File: src/rtl/core/lsde_pkg.sv
// lsde_pkg: shared constants, types and helpers for the line sensor debounce block
// used by the channel interfaces, the debounce lanes, the side error units and the top level

package lsde_pkg;

  localparam int NumRoles = 8;
  localparam int NumSides = 4;
  localparam int RoleIdxW = $clog2(NumRoles);
  localparam int LimitW   = 8;
  localparam int CountW   = 9;
  localparam int ErrW     = 3;

  localparam logic [LimitW-1:0] LimitReset = 8'd3;
  localparam logic [CountW-1:0] CountMax   = {CountW{1'b1}};

  // role order: fli flo fri fro bli blo bri bro
  localparam logic [RoleIdxW-1:0] RoleFli = 3'd0;
  localparam logic [RoleIdxW-1:0] RoleFlo = 3'd1;
  localparam logic [RoleIdxW-1:0] RoleFri = 3'd2;
  localparam logic [RoleIdxW-1:0] RoleFro = 3'd3;
  localparam logic [RoleIdxW-1:0] RoleBli = 3'd4;
  localparam logic [RoleIdxW-1:0] RoleBlo = 3'd5;
  localparam logic [RoleIdxW-1:0] RoleBri = 3'd6;
  localparam logic [RoleIdxW-1:0] RoleBro = 3'd7;

  // pin feeding each role when running in reverse (front and back rotated)
  localparam logic [RoleIdxW-1:0] ReversePin [NumRoles] =
    '{3'd6, 3'd7, 3'd4, 3'd5, 3'd2, 3'd3, 3'd0, 3'd1};

  // side error codes
  localparam logic signed [ErrW-1:0] ErrNeg2 = -3'sd2;
  localparam logic signed [ErrW-1:0] ErrNeg1 = -3'sd1;
  localparam logic signed [ErrW-1:0] ErrZero = 3'sd0;
  localparam logic signed [ErrW-1:0] ErrPos1 = 3'sd1;
  localparam logic signed [ErrW-1:0] ErrPos2 = 3'sd2;

  // debounced sensor pair of one side: dominant and other sensor
  typedef struct packed {
    logic dom;
    logic oth;
  } side_pair_t;

  // per-beat control from the top level to the state holding units
  typedef struct packed {
    logic take;
    logic clear;
  } beat_ctrl_t;

  // position error from the pair and the previous error of that side
  function automatic logic signed [ErrW-1:0] side_error(input side_pair_t pair,
                                                        input logic signed [ErrW-1:0] last);
    logic signed [ErrW-1:0] err;
    if (pair.dom && pair.oth) begin
      err = ErrZero;
    end else if (!pair.dom) begin
      if ((last > ErrZero) && !pair.oth) begin
        err = ErrPos2;
      end else if (last < ErrZero) begin
        err = ErrNeg2;
      end else begin
        err = ErrPos1;
      end
    end else begin
      err = ErrNeg1;
    end
    return err;
  endfunction

endpackage

File: src/rtl/core/lsde_if.sv
// lsde_in_if / lsde_out_if: valid-ready channels of the line sensor debounce block
// depends on lsde_pkg for the error width and the role count

interface lsde_in_if;
  logic valid;
  logic ready;
  logic pin_front_left_inner;
  logic pin_front_left_outer;
  logic pin_front_right_inner;
  logic pin_front_right_outer;
  logic pin_back_left_inner;
  logic pin_back_left_outer;
  logic pin_back_right_inner;
  logic pin_back_right_outer;
  logic forward;

  modport source (
    output valid, pin_front_left_inner, pin_front_left_outer, pin_front_right_inner,
           pin_front_right_outer, pin_back_left_inner, pin_back_left_outer,
           pin_back_right_inner, pin_back_right_outer, forward,
    input  ready
  );

  modport sink (
    input  valid, pin_front_left_inner, pin_front_left_outer, pin_front_right_inner,
           pin_front_right_outer, pin_back_left_inner, pin_back_left_outer,
           pin_back_right_inner, pin_back_right_outer, forward,
    output ready
  );
endinterface

interface lsde_out_if;
  logic valid;
  logic ready;
  logic signed [lsde_pkg::ErrW-1:0] front_left_error;
  logic signed [lsde_pkg::ErrW-1:0] front_right_error;
  logic signed [lsde_pkg::ErrW-1:0] back_left_error;
  logic signed [lsde_pkg::ErrW-1:0] back_right_error;
  logic [lsde_pkg::NumRoles-1:0]    debounced_levels;
  logic front_all_off;
  logic back_all_off;

  modport source (
    output valid, front_left_error, front_right_error, back_left_error, back_right_error,
           debounced_levels, front_all_off, back_all_off,
    input  ready
  );

  modport sink (
    input  valid, front_left_error, front_right_error, back_left_error, back_right_error,
           debounced_levels, front_all_off, back_all_off,
    output ready
  );
endinterface

File: src/rtl/core/line_sensor_debounce_error.sv
// line_sensor_debounce_error: top level with eight debounce lanes and four side units
// depends on lsde_pkg, lsde_in_if, lsde_out_if, lsde_lane and lsde_side
//
// Usage:
//   in_i carries one beat per sensor tick: eight raw pins and the forward flag.
//   out_o carries one beat per input beat: four side errors (back ones negated),
//   the debounced role levels and the raw all-off flags of front and back.
//   cfg_we_i/cfg_data_i write debounce_limit (reset value 3); write only while idle.
// Registering and throughput:
//   an accepted input beat is captured in the output register; one beat per cycle
//   sustained while out_o.ready is high, set by the single output register that the
//   eight lanes and the four side units feed in parallel.
// Reset:
//   rst_ni clears all lane and side state, selects forward direction, empties the
//   output register and loads the default limit; in_i.ready is high right after.
// Stall:
//   while out_o.ready is low a held result keeps its value and in_i.ready drops;
//   a new beat is taken in the same cycle the held one leaves.

module line_sensor_debounce_error (
  input  logic                         clk_i,
  input  logic                         rst_ni,
  lsde_in_if.sink                      in_i,
  lsde_out_if.source                   out_o,
  input  logic                         cfg_we_i,
  input  logic [lsde_pkg::LimitW-1:0]  cfg_data_i
);
  import lsde_pkg::*;

  logic [LimitW-1:0]      limit_q;
  logic                   dir_q;
  logic                   out_valid_q;
  logic                   take;
  beat_ctrl_t             ctrl;
  logic [NumRoles-1:0]    pins;
  logic [NumRoles-1:0]    raw;
  logic [NumRoles-1:0]    levels;
  side_pair_t             pair [NumSides];
  logic signed [ErrW-1:0] err  [NumSides];

  logic signed [ErrW-1:0] fl_err_q, fr_err_q, bl_err_q, br_err_q;
  logic [NumRoles-1:0]    levels_q;
  logic                   front_off_q, back_off_q;

  // handshake: accept whenever the output register is free or draining
  assign in_i.ready = !out_valid_q || out_o.ready;
  assign take       = in_i.valid && in_i.ready;
  assign ctrl.take  = take;
  assign ctrl.clear = (in_i.forward != dir_q);

  // configuration register
  always_ff @(posedge clk_i or negedge rst_ni) begin
    if (!rst_ni) begin
      limit_q <= LimitReset;
    end else if (cfg_we_i) begin
      limit_q <= cfg_data_i;
    end
  end

  // direction tracking
  always_ff @(posedge clk_i or negedge rst_ni) begin
    if (!rst_ni) begin
      dir_q <= 1'b1;
    end else if (take) begin
      dir_q <= in_i.forward;
    end
  end

  // pins in role order, then rotated for reverse travel
  assign pins = {in_i.pin_back_right_outer, in_i.pin_back_right_inner,
                 in_i.pin_back_left_outer,  in_i.pin_back_left_inner,
                 in_i.pin_front_right_outer, in_i.pin_front_right_inner,
                 in_i.pin_front_left_outer,  in_i.pin_front_left_inner};

  always_comb begin
    for (int i = 0; i < NumRoles; i++) begin
      raw[i] = in_i.forward ? pins[i] : pins[ReversePin[i]];
    end
  end

  // debounce lanes, one per role
  for (genvar g = 0; g < NumRoles; g++) begin : g_lane
    lsde_lane u_lane (
      .clk_i   (clk_i),
      .rst_ni  (rst_ni),
      .ctrl_i  (ctrl),
      .raw_i   (raw[g]),
      .limit_i (limit_q),
      .level_o (levels[g])
    );
  end

  // merge lanes into side pairs: left uses inner as dominant, right uses outer
  assign pair[0] = '{dom: levels[RoleFli], oth: levels[RoleFlo]};
  assign pair[1] = '{dom: levels[RoleFro], oth: levels[RoleFri]};
  assign pair[2] = '{dom: levels[RoleBli], oth: levels[RoleBlo]};
  assign pair[3] = '{dom: levels[RoleBro], oth: levels[RoleBri]};

  for (genvar s = 0; s < NumSides; s++) begin : g_side
    lsde_side u_side (
      .clk_i  (clk_i),
      .rst_ni (rst_ni),
      .ctrl_i (ctrl),
      .pair_i (pair[s]),
      .err_o  (err[s])
    );
  end

  // output register valid flag
  always_ff @(posedge clk_i or negedge rst_ni) begin
    if (!rst_ni) begin
      out_valid_q <= 1'b0;
    end else if (in_i.ready) begin
      out_valid_q <= in_i.valid;
    end
  end

  // output register payload
  always_ff @(posedge clk_i) begin
    if (take) begin
      fl_err_q    <= err[0];
      fr_err_q    <= err[1];
      bl_err_q    <= -err[2];
      br_err_q    <= -err[3];
      levels_q    <= levels;
      front_off_q <= ~|raw[RoleFro:RoleFli];
      back_off_q  <= ~|raw[RoleBro:RoleBli];
    end
  end

  assign out_o.valid             = out_valid_q;
  assign out_o.front_left_error  = fl_err_q;
  assign out_o.front_right_error = fr_err_q;
  assign out_o.back_left_error   = bl_err_q;
  assign out_o.back_right_error  = br_err_q;
  assign out_o.debounced_levels  = levels_q;
  assign out_o.front_all_off     = front_off_q;
  assign out_o.back_all_off      = back_off_q;

  // an accepted beat always yields a result in the next cycle
  a_take_gives_result: assert property (@(posedge clk_i) disable iff (!rst_ni)
    take |=> out_valid_q)
    else $error("accepted beat produced no result");

  // a held result never blocks when the register is empty
  a_empty_is_ready: assert property (@(posedge clk_i) disable iff (!rst_ni)
    !out_valid_q |-> in_i.ready)
    else $error("input stalled with empty output register");

  // the front left and back right side errors never take the values -3 or -4
  a_err_range: assert property (@(posedge clk_i) disable iff (!rst_ni)
    out_valid_q |-> (fl_err_q != -3'sd3) && (fl_err_q != -3'sd4) &&
                    (br_err_q != -3'sd3) && (br_err_q != -3'sd4))
    else $error("side error out of range");

  // direction only moves on an accepted beat
  a_dir_on_take: assert property (@(posedge clk_i) disable iff (!rst_ni)
    !take |=> $stable(dir_q))
    else $error("direction changed without a beat");

endmodule

File: src/rtl/core/lsde_lane.sv
// lsde_lane: debounce of one sensor role channel
// depends on lsde_pkg for widths and the beat control struct

module lsde_lane (
  input  logic                        clk_i,
  input  logic                        rst_ni,
  input  lsde_pkg::beat_ctrl_t        ctrl_i,
  input  logic                        raw_i,
  input  logic [lsde_pkg::LimitW-1:0] limit_i,
  output logic                        level_o
);
  import lsde_pkg::*;

  logic              level_q, level_d;
  logic              prev_q;
  logic [CountW-1:0] count_q, count_d;
  logic [CountW-1:0] count_inc;

  // count a level that is steady and differs from the accepted one
  always_comb begin
    count_inc = (count_q == CountMax) ? count_q : count_q + 1'b1;
    level_d   = level_q;
    count_d   = '0;
    if ((raw_i == prev_q) && (raw_i != level_q)) begin
      count_d = count_inc;
      if (count_inc > {1'b0, limit_i}) begin
        level_d = raw_i;
      end
    end
  end

  assign level_o = level_d;

  // lane state advances once per accepted beat
  always_ff @(posedge clk_i or negedge rst_ni) begin
    if (!rst_ni) begin
      level_q <= 1'b0;
      prev_q  <= 1'b0;
      count_q <= '0;
    end else if (ctrl_i.take) begin
      level_q <= level_d;
      prev_q  <= raw_i;
      count_q <= count_d;
    end
  end

endmodule

File: src/rtl/core/lsde_side.sv
// lsde_side: position error of one side pair with its remembered last error
// depends on lsde_pkg for the side_error function and the struct types

module lsde_side (
  input  logic                              clk_i,
  input  logic                              rst_ni,
  input  lsde_pkg::beat_ctrl_t              ctrl_i,
  input  lsde_pkg::side_pair_t              pair_i,
  output logic signed [lsde_pkg::ErrW-1:0]  err_o
);
  import lsde_pkg::*;

  logic signed [ErrW-1:0] last_q;
  logic signed [ErrW-1:0] last_eff;

  // a direction change forgets the history before this beat is scored
  assign last_eff = ctrl_i.clear ? ErrZero : last_q;
  assign err_o    = side_error(pair_i, last_eff);

  always_ff @(posedge clk_i or negedge rst_ni) begin
    if (!rst_ni) begin
      last_q <= ErrZero;
    end else if (ctrl_i.take) begin
      last_q <= err_o;
    end
  end

endmodule

File: src/flat_wrapper.sv
// flat-port wrapper written by rule: the top's interface ports become plain ports
module line_sensor_debounce_error_flat import lsde_pkg::*;
  (clk_i, rst_ni, cfg_we_i, cfg_data_i, in_i_valid, in_i_pin_front_left_inner, in_i_pin_front_left_outer, in_i_pin_front_right_inner, in_i_pin_front_right_outer, in_i_pin_back_left_inner, in_i_pin_back_left_outer, in_i_pin_back_right_inner, in_i_pin_back_right_outer, in_i_forward, in_i_ready, out_o_valid, out_o_front_left_error, out_o_front_right_error, out_o_back_left_error, out_o_back_right_error, out_o_debounced_levels, out_o_front_all_off, out_o_back_all_off, out_o_ready);
  lsde_in_if in_i_i ();
  lsde_out_if out_o_i ();
  input  logic clk_i;
  input  logic rst_ni;
  input  logic cfg_we_i;
  input  logic [lsde_pkg::LimitW-1:0] cfg_data_i;
  input wire logic [$bits(in_i_i.valid)-1:0] in_i_valid;
  input wire logic [$bits(in_i_i.pin_front_left_inner)-1:0] in_i_pin_front_left_inner;
  input wire logic [$bits(in_i_i.pin_front_left_outer)-1:0] in_i_pin_front_left_outer;
  input wire logic [$bits(in_i_i.pin_front_right_inner)-1:0] in_i_pin_front_right_inner;
  input wire logic [$bits(in_i_i.pin_front_right_outer)-1:0] in_i_pin_front_right_outer;
  input wire logic [$bits(in_i_i.pin_back_left_inner)-1:0] in_i_pin_back_left_inner;
  input wire logic [$bits(in_i_i.pin_back_left_outer)-1:0] in_i_pin_back_left_outer;
  input wire logic [$bits(in_i_i.pin_back_right_inner)-1:0] in_i_pin_back_right_inner;
  input wire logic [$bits(in_i_i.pin_back_right_outer)-1:0] in_i_pin_back_right_outer;
  input wire logic [$bits(in_i_i.forward)-1:0] in_i_forward;
  output wire logic [$bits(in_i_i.ready)-1:0] in_i_ready;
  output wire logic [$bits(out_o_i.valid)-1:0] out_o_valid;
  output wire logic [$bits(out_o_i.front_left_error)-1:0] out_o_front_left_error;
  output wire logic [$bits(out_o_i.front_right_error)-1:0] out_o_front_right_error;
  output wire logic [$bits(out_o_i.back_left_error)-1:0] out_o_back_left_error;
  output wire logic [$bits(out_o_i.back_right_error)-1:0] out_o_back_right_error;
  output wire logic [$bits(out_o_i.debounced_levels)-1:0] out_o_debounced_levels;
  output wire logic [$bits(out_o_i.front_all_off)-1:0] out_o_front_all_off;
  output wire logic [$bits(out_o_i.back_all_off)-1:0] out_o_back_all_off;
  input wire logic [$bits(out_o_i.ready)-1:0] out_o_ready;
  assign in_i_i.valid = in_i_valid;
  assign in_i_i.pin_front_left_inner = in_i_pin_front_left_inner;
  assign in_i_i.pin_front_left_outer = in_i_pin_front_left_outer;
  assign in_i_i.pin_front_right_inner = in_i_pin_front_right_inner;
  assign in_i_i.pin_front_right_outer = in_i_pin_front_right_outer;
  assign in_i_i.pin_back_left_inner = in_i_pin_back_left_inner;
  assign in_i_i.pin_back_left_outer = in_i_pin_back_left_outer;
  assign in_i_i.pin_back_right_inner = in_i_pin_back_right_inner;
  assign in_i_i.pin_back_right_outer = in_i_pin_back_right_outer;
  assign in_i_i.forward = in_i_forward;
  assign in_i_ready = in_i_i.ready;
  assign out_o_valid = out_o_i.valid;
  assign out_o_front_left_error = out_o_i.front_left_error;
  assign out_o_front_right_error = out_o_i.front_right_error;
  assign out_o_back_left_error = out_o_i.back_left_error;
  assign out_o_back_right_error = out_o_i.back_right_error;
  assign out_o_debounced_levels = out_o_i.debounced_levels;
  assign out_o_front_all_off = out_o_i.front_all_off;
  assign out_o_back_all_off = out_o_i.back_all_off;
  assign out_o_i.ready = out_o_ready;
  line_sensor_debounce_error u_core (.clk_i(clk_i), .rst_ni(rst_ni), .in_i(in_i_i), .out_o(out_o_i), .cfg_we_i(cfg_we_i), .cfg_data_i(cfg_data_i));
endmodule
File: config.mk
export PLATFORM = sky130hd
export DESIGN_NAME = line_sensor_debounce_error_flat
export DESIGN_NICKNAME = d
export VERILOG_FILES = /design/src/rtl/core/lsde_pkg.sv /design/src/rtl/core/lsde_if.sv /design/src/rtl/core/line_sensor_debounce_error.sv /design/src/rtl/core/lsde_lane.sv /design/src/rtl/core/lsde_side.sv /design/src/flat_wrapper.sv
export SDC_FILE = /design/constraint.sdc
export NUM_CORES = 1
export LEC_CHECK = 0
export ABC_AREA = 1
export ABC_CLOCK_PERIOD_IN_PS = 3700
export BUFFER_PORTS_ARGS = -buffer_cell sky130_fd_sc_hd__buf_2
export CAP_MARGIN = 25
export CORE_MARGIN = 1.5
export CORE_UTILIZATION = 40
export DETAILED_ROUTE_END_ITERATION = 8
export GPL_TIMING_DRIVEN = 0
export SYNTH_ARGS = -nofsm -noshare
export SYNTH_HDL_FRONTEND = slang
export SYNTH_SLANG_ARGS = --single-unit
File: constraint.sdc
create_clock -name clk_i -period 3.7 [get_ports clk_i]
set_clock_uncertainty 0.2 [all_clocks]
set_input_delay 0.74 -clock clk_i [delete_from_list [all_inputs] [get_ports clk_i]]
set_output_delay 0.74 -clock clk_i [all_outputs]
set_load 0.005 [all_outputs]
==> key figures <==
Drt
  • DR WL met3: 715 microns
  • Drt initial violations: 415
  • Drt wl/cell: 14.51 microns
  • Top sig layer: met4
  • WL met1: 10430 microns
  • Via density: 4.984
  • Final ANT Viol Nets: 0
  • DRT Pass-1 Iters: 5
  • DRC violations left: 0
  • Final WL: 21160 microns
  • Wire length on met2: 9722 microns
  • Via count of the routed design: 7267

Synth
  • Yosys cell types: 39
  • Post-Syn Nets: 1199
  • Number of synthesized flops with an enable pin: 22
  • Post-synthesis register bit count: 132
  • Synthesized instance count: 1105
  • Syn Area/Cell: 7.737 sq um
  • Synth warn: 0
  • Post-synth top area cell: dfrtp_1
  • Post-Syn Area: 8549 sq um
  • Commonest cells in the netlist: nand2_1 (293), inv_1 (173), dfrtp_1 (107)
  • Prevailing post-synth register cell: dfrtp_1
  • Most common cell in the netlist: nand2_1
  • Top cells by area, synth: dfrtp_1 (31%), nand2_1 (13%), ha_1 (11%), edfxtp_1 (7.7%), inv_1 (7.6%)
  • Area share of the largest cell type after synthesis: 31.32%
  • Post-synthesis async set-or-reset flop share: 83.33%
  • Post-synthesis sequential area ratio: 39.97%

Status
  • Status: completed

Power
  • Power per unit of standard cell area: 500.8 nW/um^2
  • Clk pwr share: 37.7%
  • P_int: 3.348 mW
  • Psw: 1.579 mW
  • VDD IR max: 0.3039 mV
  • Sequential power share: 37.8%
  • Combinational Power Share: 24.5%
  • Lkg Pwr: 4.813 nW
  • Sw Share: 32.05%

Setup path
  • CP bufs+invs: 1
  • Worst path max stage delay: 0.38 ns
  • Most used cell, CP: nand2_1
  • CP startpoint: u_core.g_lane[1].u_lane.count_q[1]
  • Critical path class: reg -> reg
  • Ordered list of cells on the worst path: ha_1 > inv_1 > nor3_2 > nand3_2 > nand2_1 > nor2_1 > xor2_1 > ha_1 > nand2_1 > nor2_1 > nand2_1 > nand3_1 > nand2_1 > nand2_1 > nand2_1 > nand2_1 > nand2_1 > nand2_1 > nand2_1 > nand2_1 > nand2_1 > nand2_1 > nand2_1
  • Reg-to-Reg End: u_core.out_o.front_left_error[1]
  • Crit path depth: 23
  • R2R cell count: 23
  • Critical path fanouts, max: 7
  • Delay-heaviest family, CP: simple AND/OR/NAND/NOR gates
  • Setup crit end kind: register
  • Worst path arrival time: 3.39 ns
  • Crit start category: register
  • Worst r2r src: u_core.g_lane[1].u_lane.count_q[1]
  • Worst path slowest cell: dfrtp_1
  • R2R Setup Slk: 0.29 ns
  • CP required: 3.68 ns
  • Setup crit end: u_core.out_o.front_left_error[1]

Timing
  • Max_slew headroom: 45.44%
  • Final Setup Violations: 0
  • Slew @ Worst Pin: 0.8185 ns
  • Worst hold slack: 0.02980 ns
  • Count of final max-slew check failures: 0
  • FMAX: 293.4 MHz
  • Crit share post-route: 92.12%
  • Min Tclk post-route: 3.408 ns
  • Final Hold Vio Count: 0
  • Setup TNS Final: 0 ns

CTS
  • Htree depth: 4
  • Clk sinks: 132
  • Root Buffer: clkbuf_16
  • Max Root-Sink Buffers: 2
  • Num CTS Buffers: 17
  • CTS clk-pin slew, worst paths: 0.06 ns
  • CTS tree: done
  • Clock insertion delay at the later pin of the skew report: 0.43 ns
  • Hold_buf cts: 0

GRT
  • Antenna violations before repair: 0
  • Largest net degree at the start of global routing: 69
  • Gr ovfl total: 0
  • GRT Resource Usage Total: 20.12%
  • First-pass GRT wire length: 34380 microns
  • Vias in the first global route: 6915

Placed design
  • Placer Congestion: 0.8028
  • # port buffers: 45
  • Placed cells: 1426
  • Hpwl dp: 15130 microns

Job
  • Max_cap viols: 0

Floorplanning
  • Chip height: 149.2 microns
  • Core area: 21020 sq um
  • Die X: 149.2 microns
  • Io pins: 46
  • Rows: 53
  • Initial core utilization: 40.67%
  • Die area: 22260 sq um

Cells and area
  • Non-Filler Instances: 1458
  • Nets: 1264
  • Layout area overhead: 15.07%
  • Post-Route Utilization: 46.80%
  • Layout cells sized above 1: 11.83%
  • Ant. Diodes: 0

Hold path
  • Hold crit path type: in -> async
-- worst register-to-register path, cell delays in order, from the launching register on --
cell	delay, ns
dfrtp_1	0.38
ha_1	0.21
inv_1	0.09
nor3_2	0.21
nand3_2	0.19
nand2_1	0.13
nor2_1	0.06
xor2_1	0.17
ha_1	0.31
nand2_1	0.07
nor2_1	0.17
nand2_1	0.07
nand3_1	0.08
nand2_1	0.06
nand2_1	0.06
nand2_1	0.05
nand2_1	0.09
nand2_1	0.06
nand2_1	0.05
nand2_1	0.14
nand2_1	0.12
nand2_1	0.05
nand2_1	0.08
nand2_1	0.06
-- metrics by stage --
| stage | total power [mW] | area [sq um] | setup WS [ns] |
|---|---|---|---|
| after global placement | 3.063 | 9119 | 0.1631 |
| after detailed placement | 3.092 | 9153 | 0.2526 |
| after floorplan | 2.707 | 8549 | 0.5980 |
| final | 4.927 | 9838 | 0.2917 |
| after global routing | 5.226 | 9838 | -0.03393 |
| after CTS | 4.960 | 9792 | 0.2182 |
-- what timing repair did --
item / 4_1_cts / 5_1_grt
endpoints found under the setup margin: 0 / 15
gates resized for setup: 0 / 10
buffers inserted: 0 / 0
-- cells by family (layout without fill, tap and decap cells) --
group | after synthesis | count (layout) | share of synthesized area [%]
fa+ha+maj | 72 | 72 | 10.54
mux | 1 | 1 | 0.1317
buf+inv | 198 | 276 | 9.147
compound gates | 166 | 166 | 11.28
simple gates | 498 | 498 | 25.04
flops | 132 | 132 | 39.97
xor+xnor | 38 | 38 | 3.893
-- final cells by class --
type	instances	area (sq um)
fill	2024	11180
multi-input combinational	775	4397
sequential	132	3417
inverter	179	671.9
clock buffer	18	429.2
tap	275	344.1
timing repair buffer	46	259.0
clock inverter	14	210.2
buffer	19	110.1
-- worst min-delay path by stage --
stage / to / slack, ns
floorplan: u_core.g_lane[0].u_lane.count_q[0] / 0.24
CTS: u_core.g_lane[0].u_lane.count_q[3] / 0.04
global route: u_core.g_lane[0].u_lane.count_q[3] / 0.06
finish: u_core.g_lane[0].u_lane.count_q[3] / 0.03
global placement: u_core.g_side[0].u_side.last_q[2] / 0.26
detailed placement: u_core.g_side[1].u_side.last_q[1] / 0.27
-- flip-flops by register name (all words and copies together), names as in the netlist, 3 cells and up --
name / flops
u_core.g_lane.u_lane.count_q: 72
u_core.g_lane.u_lane.level_q: 8
u_core.g_lane.u_lane.prev_q: 8
u_core.g_side.u_side.last_q: 12
u_core.limit_q: 8
u_core.out_o.back_left_error: 3
u_core.out_o.back_right_error: 3
u_core.out_o.debounced_levels: 8
u_core.out_o.front_left_error: 3
u_core.out_o.front_right_error: 3
-- power by group through the flow --
stage | registers, mW | logic (mW) | clock network (mW)
after floorplan | 1.87 | 0.841 | 0
after global placement | 1.88 | 1.18 | 0
after detailed placement | 1.88 | 1.21 | 0
after CTS | 1.86 | 1.21 | 1.89
after global routing | 1.89 | 1.40 | 1.94
final | 1.86 | 1.21 | 1.86
-- layer usage --
layer	track usage (%)	vias to the layer above
li1	-	3707
met1	27.43	3423
met2	32.62	116
met3	3.456	21
met4	6.089	0
met5	0	-
-- cell usage in the layout, fill, tap and decap left out, types with 2 or more instances in the layout --
cell type / Yosys / routed
o21ai_2: 9 / 9
edfxtp_1: 22 / 22
clkinv_4: 0 / 2
nand3_2: 2 / 3
o21a_1: 12 / 12
clkinvlp_4: 0 / 4
bufinv_16: 0 / 5
clkinv_1: 0 / 2
ha_1: 72 / 72
clkbuf_16: 0 / 17
inv_1: 173 / 172
buf_6: 2 / 3
dfstp_2: 3 / 3
o21ai_1: 5 / 5
nor4_1: 5 / 5
nor2_2: 4 / 5
a21o_1: 6 / 6
dfrtp_1: 107 / 107
a21boi_0: 2 / 2
o21ai_0: 73 / 73
nand4_1: 22 / 22
clkbuf_8: 2 / 2
inv_2: 6 / 7
nor2_1: 86 / 84
nand2_4: 4 / 4
nand3_1: 39 / 38
nor2_4: 2 / 3
nand2_1: 293 / 293
xor2_1: 38 / 37
nor3_2: 2 / 5
buf_2: 3 / 47
a21oi_1: 32 / 32
o22ai_1: 23 / 23
nor3_1: 23 / 20
nand2_2: 11 / 11
clkbuf_1: 12 / 13
or2_2: 3 / 3
(Power assumes the default switching activity.)
